--- src/rtl/core/ftoa_pkg.sv ---
// Shared types, constants and helpers for the float to decimal text core.
`default_nettype none
package ftoa_pkg;
    localparam int CHAR_W = 8;
    localparam logic [7:0] CH_ZERO  = 8'h30;
    localparam logic [7:0] CH_DOT   = 8'h2E;
    localparam logic [7:0] CH_MINUS = 8'h2D;
    localparam logic [30:0] INT_SAT = 31'h7FFF_FFFF;
    localparam int INT_DIGITS = 10;

    // Power of ten table for fraction scaling.
    function automatic logic [29:0] pow_ten(input logic [3:0] n);
        case (n)
            4'd0: pow_ten = 30'd1;
            4'd1: pow_ten = 30'd10;
            4'd2: pow_ten = 30'd100;
            4'd3: pow_ten = 30'd1000;
            4'd4: pow_ten = 30'd10000;
            4'd5: pow_ten = 30'd100000;
            4'd6: pow_ten = 30'd1000000;
            4'd7: pow_ten = 30'd10000000;
            4'd8: pow_ten = 30'd100000000;
            4'd9: pow_ten = 30'd1000000000;
            default: pow_ten = 30'd1;
        endcase
    endfunction

    // Control bundle carried with a number through the serializer.
    typedef struct packed {
        logic       neg;
        logic       ovf;
        logic [3:0] nd;
        logic [3:0] fd;
    } ftoa_ctl_t;
endpackage
`default_nettype wire

--- src/rtl/core/float_to_decimal_ascii_core.sv ---
// Top level: float to fixed-decimal ASCII text, one character per output word.
//
//  channel | dir | fields (low bit up)
//  s_axis  | in  | tdata[31:0] value_bits
//  m_axis  | out | tdata[7:0] char_code, tlast last_char, tuser[0] overflow
//  cfg     | in  | cfg_wdata[2:0] frac_digits
//
// Front end is a three stage pipeline: decode, fraction multiply, shift.
// The serializer loads a number while idle, then sends one word a cycle while
// the output is not stalled; a number has 1..18 characters. The front end
// stalls as a whole while stage 3 holds a number that the serializer has not
// taken; no word is lost or repeated.
// Reset clears all valid bits and frac_digits.
`default_nettype none
module float_to_decimal_ascii_core
    import ftoa_pkg::*;
#(
    parameter int MAX_FRAC_DIGITS = 6
) (
    input  wire        aclk,
    input  wire        aresetn,
    input  wire        cfg_we,
    input  wire  [2:0] cfg_wdata,
    input  wire        s_axis_tvalid,
    output logic       s_axis_tready,
    input  wire [31:0] s_axis_tdata,   // [31:0] value_bits
    output logic       m_axis_tvalid,
    input  wire        m_axis_tready,
    output logic [7:0] m_axis_tdata,   // [7:0] char_code
    output logic       m_axis_tlast,   // last_char
    output logic [0:0] m_axis_tuser    // [0] overflow
);
    localparam logic [3:0] MAXD = 4'(MAX_FRAC_DIGITS);

    logic [2:0] frac_reg;
    always_ff @(posedge aclk) begin
        if (!aresetn) frac_reg <= '0;
        else if (cfg_we) frac_reg <= cfg_wdata;
    end

    logic adv;
    // ---- stage 1: decode
    logic        v1_reg;
    logic        neg1_reg, ovf1_reg;
    logic [30:0] ip1_reg;
    logic [23:0] fb1_reg;   // fraction bits, left aligned at sh
    logic [7:0]  sh1_reg;
    logic [3:0]  fd1_reg;
    logic        fz1_reg;   // fraction is zero by construction

    logic [7:0]  ex;
    logic [23:0] m;
    logic [7:0]  e_sh;
    logic [3:0]  d_now;
    always_comb begin
        ex = s_axis_tdata[30:23];
        m = (ex == 8'd0) ? {1'b0, s_axis_tdata[22:0]} : {1'b1, s_axis_tdata[22:0]};
        d_now = ({1'b0, frac_reg} > MAXD) ? MAXD : {1'b0, frac_reg};
        // sh = 23 - e = 150 - ex (ex>=1), 149 for subnormals
        e_sh = (ex == 8'd0) ? 8'd149 : 8'(8'd150 - ex);
    end

    always_ff @(posedge aclk) begin
        if (!aresetn) v1_reg <= 1'b0;
        else if (adv) v1_reg <= s_axis_tvalid;
    end
    always_ff @(posedge aclk) begin
        if (adv) begin
            neg1_reg <= s_axis_tdata[31] && (s_axis_tdata[30:0] != 31'd0);
            fd1_reg  <= d_now;
            ovf1_reg <= 1'b0;
            fz1_reg  <= 1'b0;
            ip1_reg  <= '0;
            fb1_reg  <= '0;
            sh1_reg  <= e_sh;
            if (ex == 8'hFF || ex >= 8'd158) begin
                ovf1_reg <= 1'b1;
                ip1_reg  <= INT_SAT;
                fz1_reg  <= 1'b1;
            end else if (ex >= 8'd150) begin
                ip1_reg <= 31'({7'd0, m} << (ex - 8'd150));
                fz1_reg <= 1'b1;
            end else if (ex >= 8'd127) begin
                ip1_reg <= 31'({7'd0, m} >> e_sh);
                fb1_reg <= m & ((24'd1 << e_sh) - 24'd1);
            end else begin
                fb1_reg <= m;
            end
        end
    end

    // ---- stage 2: fraction times 10^d (24 x 30)
    logic        v2_reg, neg2_reg, ovf2_reg;
    logic [30:0] ip2_reg;
    logic [53:0] prod2_reg;
    logic [7:0]  sh2_reg;
    logic [3:0]  fd2_reg;
    always_ff @(posedge aclk) begin
        if (!aresetn) v2_reg <= 1'b0;
        else if (adv) v2_reg <= v1_reg;
    end
    always_ff @(posedge aclk) begin
        if (adv) begin
            neg2_reg <= neg1_reg; ovf2_reg <= ovf1_reg; ip2_reg <= ip1_reg;
            sh2_reg <= sh1_reg; fd2_reg <= fd1_reg;
            prod2_reg <= fz1_reg ? 54'd0 : 54'(fb1_reg) * 54'(pow_ten(fd1_reg));
        end
    end

    // ---- stage 3: shift down to get the fraction value
    logic        v3_reg, neg3_reg, ovf3_reg;
    logic [30:0] ip3_reg;
    logic [29:0] fv3_reg;
    logic [3:0]  fd3_reg;
    always_ff @(posedge aclk) begin
        if (!aresetn) v3_reg <= 1'b0;
        else if (adv) v3_reg <= v2_reg;
    end
    always_ff @(posedge aclk) begin
        if (adv) begin
            neg3_reg <= neg2_reg; ovf3_reg <= ovf2_reg; ip3_reg <= ip2_reg;
            fd3_reg <= fd2_reg;
            fv3_reg <= (sh2_reg >= 8'd60) ? 30'd0 : 30'(prod2_reg >> sh2_reg);
        end
    end

    // ---- serializer: digits are peeled by dividing by powers of ten,
    // one parallel compare-subtract per digit position, a digit a cycle unless the output stalls.
    typedef enum logic [4:0] {
        S_IDLE  = 5'b00001,
        S_SIGN  = 5'b00010,
        S_INT   = 5'b00100,
        S_DOT   = 5'b01000,
        S_FRAC  = 5'b10000
    } st_t;

    function automatic st_t ctl_next_st(input logic n);
        ctl_next_st = n ? S_SIGN : S_INT;
    endfunction

    st_t         st_reg, st_next;
    ftoa_ctl_t   ctl_reg;
    logic [30:0] irem_reg;
    logic [29:0] frem_reg;
    logic [3:0]  pos_reg;   // current digit position (power index)
    logic [3:0]  nd_calc;
    logic [3:0]  dig;
    logic [31:0] ipw;
    logic [30:0] rem_sub;
    logic        last_c;

    // digit count of the integer part
    always_comb begin
        nd_calc = 4'd1;
        for (int k = 1; k < INT_DIGITS; k++) begin
            if ({1'b0, ip3_reg} >= 32'(pow_ten(4'(k)))) nd_calc = 4'(k + 1);
        end
    end

    // one digit: value / 10^pos for value < 10^(pos+1), by up to 9 subtracts
    // against a single power, done as a small parallel compare set.
    logic [33:0] mul_k [10];
    always_comb begin
        ipw = (st_reg == S_FRAC) ? 32'(pow_ten(pos_reg)) : 32'(pow_ten(pos_reg));
        dig = 4'd0;
        for (int k = 1; k < 10; k++) begin
            mul_k[k] = 34'(ipw) * 34'(k);
        end
        mul_k[0] = '0;
        for (int k = 1; k < 10; k++) begin
            if (st_reg == S_FRAC) begin
                if (34'(frem_reg) >= mul_k[k]) dig = 4'(k);
            end else if (34'(irem_reg) >= mul_k[k]) dig = 4'(k);
        end
        rem_sub = 31'(34'(irem_reg) - mul_k[dig]);
    end

    logic out_full;
    logic take;
    assign out_full = m_axis_tvalid && !m_axis_tready;
    // the serializer loads only when its output word is not stalled
    assign take = (st_reg == S_IDLE) && v3_reg && !out_full;
    // front pipeline moves when stage 3 is empty or being taken
    assign adv = !v3_reg || take;
    assign s_axis_tready = adv;

    always_comb begin
        st_next = st_reg;
        last_c = 1'b0;
        case (st_reg)
            S_SIGN: st_next = S_INT;
            S_INT: begin
                if (pos_reg == 4'd0) begin
                    if (ctl_reg.fd != 4'd0) st_next = S_DOT;
                    else begin st_next = S_IDLE; last_c = 1'b1; end
                end
            end
            S_DOT: st_next = S_FRAC;
            S_FRAC: begin
                if (pos_reg == 4'd0) begin st_next = S_IDLE; last_c = 1'b1; end
            end
            default: st_next = S_IDLE;
        endcase
    end

    always_ff @(posedge aclk) begin
        if (!aresetn) begin
            st_reg <= S_IDLE;
            m_axis_tvalid <= 1'b0;
        end else if (!out_full) begin
            m_axis_tvalid <= 1'b0;
            if (st_reg == S_IDLE) begin
                if (v3_reg) st_reg <= ctl_next_st(neg3_reg);
            end else begin
                m_axis_tvalid <= 1'b1;
                st_reg <= st_next;
            end
        end
    end

    always_ff @(posedge aclk) begin
        if (!out_full) begin
            if (st_reg == S_IDLE) begin
                if (v3_reg) begin
                    ctl_reg.neg <= neg3_reg;
                    ctl_reg.ovf <= ovf3_reg;
                    ctl_reg.nd  <= nd_calc;
                    ctl_reg.fd  <= fd3_reg;
                    irem_reg <= ip3_reg;
                    frem_reg <= fv3_reg;
                    pos_reg  <= 4'(nd_calc - 4'd1);
                end
            end else begin
                m_axis_tuser[0] <= ctl_reg.ovf;
                m_axis_tlast <= last_c;
                case (st_reg)
                    S_SIGN: m_axis_tdata <= CH_MINUS;
                    S_INT: begin
                        m_axis_tdata <= CH_ZERO + 8'(dig);
                        irem_reg <= rem_sub;
                        if (pos_reg == 4'd0) pos_reg <= 4'(ctl_reg.fd - 4'd1);
                        else pos_reg <= pos_reg - 4'd1;
                    end
                    S_DOT: m_axis_tdata <= CH_DOT;
                    S_FRAC: begin
                        m_axis_tdata <= CH_ZERO + 8'(dig);
                        frem_reg <= 30'(34'(frem_reg) - mul_k[dig]);
                        if (pos_reg != 4'd0) pos_reg <= pos_reg - 4'd1;
                    end
                    default: m_axis_tdata <= CH_ZERO;
                endcase
            end
        end
    end
endmodule
`default_nettype wire

--- config.mk ---
export PLATFORM = sky130hd
export DESIGN_NAME = float_to_decimal_ascii_core
export DESIGN_NICKNAME = d
export VERILOG_FILES = /design/src/rtl/core/ftoa_pkg.sv /design/src/rtl/core/float_to_decimal_ascii_core.sv
export SDC_FILE = /design/constraint.sdc
export NUM_CORES = 2
export LEC_CHECK = 0
export ABC_AREA = 0
export ABC_CLOCK_PERIOD_IN_PS = 43400
export BUFFER_PORTS_ARGS = -buffer_cell sky130_fd_sc_hd__buf_4
export CAP_MARGIN = 30
export CORE_MARGIN = 2
export CORE_UTILIZATION = 51
export CTS_CLUSTER_SIZE = 8
export DETAILED_ROUTE_END_ITERATION = 8
export HOLD_SLACK_MARGIN = 0.05
export PLACE_DENSITY_LB_ADDON = 0.3
export SYNTH_ARGS = -nofsm -noshare
export SYNTH_HDL_FRONTEND = slang
export SYNTH_SLANG_ARGS = --single-unit
--- constraint.sdc ---
create_clock -name aclk -period 43.4 [get_ports aclk]
set_input_delay 4.34 -clock aclk [delete_from_list [all_inputs] [get_ports aclk]]
set_output_delay 4.34 -clock aclk [all_outputs]
set_load 0.1 [all_outputs]
# Word-level counts from Yosys, hierarchy flattened
# Memory sizes are Yosys's and may differ from the RTL's. A register that Yosys moved wholly into a read port is not among the register bits.
# Cells that the tools add are included.
[totals] register_bits=328 rom_bits=1440 in_bits=40 output_inout_bits=12 word_cells=201 memories=3
[classes] n_addsub=9 multipliers=6 n_lt_le_gt_ge=33 eq_ne=10 shifts=4 n_mux=74 bitwise=4 n_reduce_logical=25
[mem_list] memory="(no name shown)" words=16 word_bits=30 rd=1 rd_clocked_by_memory_dff=1 write_ports=0 line="ftoa_pkg.sv:13" rtl="case (n)"
[mem_list] memory="(no name shown)" words=16 word_bits=30 rd=1 rd_clocked_by_memory_dff=1 write_ports=0 line="ftoa_pkg.sv:13"
[mem_list] memory="(no name shown)" words=16 word_bits=30 rd=1 rd_clocked_by_memory_dff=0 write_ports=0 line="ftoa_pkg.sv:13"
[ops] operator="$mux 31" n=7
[ops] operator="$mux 4" n=40
[ops] operator="$mux 30" n=5
[ops] operator="$bmux 34 s4" n=1
[ops] operator="$ge 30x33->1" n=4
[ops] operator="$ge 31x33->1" n=4
[ops] operator="$mul 30x3->33 const B" n=2
[ops] operator="$ge 30x32->1" n=2
[ops] operator="$ge 31x32->1" n=2
[ops] operator="$mul 30x2->32 const B" n=2
[ops] operator="$mul 24x30->54" n=1
[ops] operator="$shr 54x8->30" n=1
[ops] operator="$mux 24" n=2
[ops] operator="$ge 30x34->1" n=1
[ops] operator="$ge 31x34->1" n=1
[ops] operator="$mul 30x4->34 const B" n=1
[ops] operator="$ge 30x31->1" n=1
[ops] operator="$ge 31x10->1 const B" n=1
[ops] operator="$ge 31x14->1 const B" n=1
[ops] operator="$ge 31x17->1 const B" n=1
[ops] operator="$ge 31x20->1 const B" n=1
[ops] operator="$ge 31x24->1 const B" n=1
[ops] operator="$ge 31x27->1 const B" n=1
[ops] operator="$ge 31x30->1" n=1
[ops] operator="other kinds (54)" n=81

# Logic depth before layout (Yosys ltp)
[depth] word_depth=28 depth_mapped=49 mapped_depth_nobuf=47

# Worst setup path after synthesis
# Ideal clock, no wire load.
[synth_timing] path_type="input -> output" start="input port m_axis_tready" end="output port s_axis_tready" arrival_time_ps=16052 t_required_ps=39060 path_slack_ps=23008 stages=2 path_buffers=0 cell_sequence="nor2b_1 o21ai_1"
[synth_via] elab_chain_cells=5
[synth_lines] item="start: declaration" line="float_to_decimal_ascii_core.sv:28" rtl="input wire m_axis_tready,"
[synth_lines] item="$logic_not 1->1" line="float_to_decimal_ascii_core.sv:180" rtl="assign out_full = m_axis_tvalid && !m_axis_tready;"
[synth_lines] item="$logic_and 1x1->1" line="float_to_decimal_ascii_core.sv:180"
[synth_lines] item="$logic_not 1->1"
[synth_lines] item="$logic_and 1x1->1" line="float_to_decimal_ascii_core.sv:182" rtl="assign take = (st_reg == S_IDLE) && v3_reg && !out_full;"
[synth_lines] item="$logic_or 1x1->1" line="float_to_decimal_ascii_core.sv:184" rtl="assign adv = !v3_reg || take;"
[synth_lines] item="end: declaration" line="float_to_decimal_ascii_core.sv:25" rtl="output logic s_axis_tready,"
# No other way between the ends.

==> impl_metrics.toml <==
[detailed_routing]
initialDrtViolationCount = 4511
routed_wl_microns = 201500
firstDrtPassIters = 6
ant_nets = 0
vias_per_cell = 6.296
drc = 0
post_drt_wl_per_cell_microns = 25.20
via_count = 50350

[sta]
period_share_pct = 31.00
worst_slack_ns = 29.94
hold_ws_ns = 0.4007
finalHoldViolations = 0
rsz0062_at_grt = "no"
slew-limit-headroom_pct = 21.67
timing.final.max_slew_violations = 0
fin_worst_skew_ns = 0.06230
clock.fmax_ghz = 0.07432
min_period_ns = 13.46
setup_viol = 0
worstMarginPinSlew_ns = 1.167
fin_setup_tns_ns = 0

[global_routing]
grt.overflow.total = 0
grt_pass1_vias = 50630
grt_usage_pct = 34.48
grt_max_degree = 163
antenna_found_initial = 3
grt_pass1_wl_microns = 305000

[cells_and_area]
stdcell_count = 7998
fillerInstances = 10250
largest_reg_flops = 50
syn_to_final_growth_pct = 6.752
nNetsFinal = 7842
design_area_sq_um = 61360
final_common_cell = "ha_1"
mostFrequentLayoutCells = "ha_1 (902), nand2_1 (614), inv_1 (605)"
layout-drive-gt1-share_pct = 6.188
fin_util_pct = 54.70

[clock_network]
hold_buffers = 0
clock_sinks = 356
cts_resized = 0
ctsRootBufferMaster = "clkbuf_16"
clockBufferDepth = 3
clk_latency_ns = 0.63
cts_tree = "built"
post-cts-setup-buffer-count = 0
numCtsBuffers = 53
path_clk_slew_ns = 0.05
ctsHtreeMaxLevel = 2

[worst_setup_path]
required_ns = 43.69
cp-end-kind = "register"
crit_path_start_kind = "register"
critPathKind = "register to register"
critPathMaxStageDelay_ns = 0.70
path_buf_inv = 4
crit_family = "compound AO/OA/AOI/OAI gates"
arrival_ns = 13.75
slowest_stage = "dfxtp_1"
worstPathMaxFanout = 16

[synth]
synthFlopType = "edfxtp_1"
synth-edff-count = 305
synthCells = 6475
syn_area_per_cell_sq_um = 8.878
yosysSeqAreaShare_pct = 17.71
ys_ff_latch = 356
yosys_warnings = 0
ys_types = 118
synthArstFlopShare_pct = 0
syn_area_sq_um = 57480

[pwr]
p_leak_nw = 28.67
powerDensity_nw_per_um2 = 67.97
peakVddDrop_uv = 52.07
power.total_mw = 4.171

[status]
status = "finished clean"

[place]
place_inst = 7902
pre_cts_slack_ns = 30.18
dp.final_hpwl_microns = 161000
gp_congestion = 1.030
place_area_sq_um = 59750
port_buffers = 48

[floorplanning]
initial_utilization_pct = 51.24
num_rows = 123
fp.dieArea_sq_um = 115400
core_area_sq_um = 112200
ios = 52
fp.dieH_microns = 339.7
die_w_microns = 339.7

[flow_run]
max_cap_viol_count = 0

[hold_path]
hold_path_class = "register to register"
-- cell usage after synthesis (all sizes together), types with 103 or more instances --
cell type	count	area, sq um
ha	902	11290
nor2	426	1599
a21oi	500	2510
nand3	114	570.6
nor3	124	641.9
a21o	200	1501
inv	608	2282
nand2	615	2311
and2	215	1345
nand4	103	644.4
clkbuf	199	748.2
o21ai	278	1391
edfxtp	305	9159
fa	442	8848
mux2i	107	1084
xnor2	113	997.2
-- path summary, 6_finish.rpt --
path               from            to  slack [ns]  cells after the start
max              ipw[9]  irem_reg[29]       29.94                     41
min          ip2_reg[8]    ip3_reg[8]        0.40                      0
max reg2reg      ipw[9]  irem_reg[29]       29.94                     41
min reg2reg  ip2_reg[8]    ip3_reg[8]        0.40                      0
-- cell type report --
| class | count | area [sq um] | area share, % |
|---|---|---|---|
| multi-input combinational | 5262 | 44080 | 71.83 |
| sequential | 356 | 10180 | 16.59 |
| inverter | 610 | 2290 | 3.731 |
| tap | 1500 | 1877 | 3.058 |
| clock buffer | 83 | 1449 | 2.361 |
| timing repair buffer | 175 | 1324 | 2.157 |
| clock inverter | 10 | 158.9 | 0.2590 |
| antenna | 2 | 5.005 | 0.008156 |
-- report_power, final --
part	internal [mW]	switching, mW
combinational	1.19	1.99
clock	0.240	0.158
sequential	0.490	0.106
-- cell families (layout without fill, tap and decap cells) --
group / count (synthesis) / count (layout) / share of synthesized area, %
AO/OA/AOI/OAI: 1567 / 1567 / 17.69
XOR/XNOR: 201 / 201 / 3.124
adder cells (fa/ha/maj): 1346 / 1346 / 35.06
buffers and inverters: 858 / 878 / 5.707
flip-flops: 356 / 356 / 17.71
multiplexers: 180 / 180 / 4.066
other: 2 / 5 / 0.01306
AND/OR/NAND/NOR: 1965 / 1965 / 16.63
-- worst register-to-register path, delay by kind of cell (launching register included) --
family / cells / cell delay (ns)
adders and majority gates: 4 / 1.69
DFF: 1 / 0.70
AOI/OAI and AO/OA: 24 / 7.07
buffers and inverters: 4 / 1.04
xor gates and xnor gates: 2 / 0.32
and+or+nand+nor: 7 / 2.30
-- metal layers --
layer / global-route usage (%) / part of all wire (%)
met2: 56.47 / 46
met3: 4.755 / 7.5
met1: 43.68 / 40
met5: 0 / 0.0099
met4: 19.96 / 6.9
Note: power is estimated with default switching activity, not from simulation.
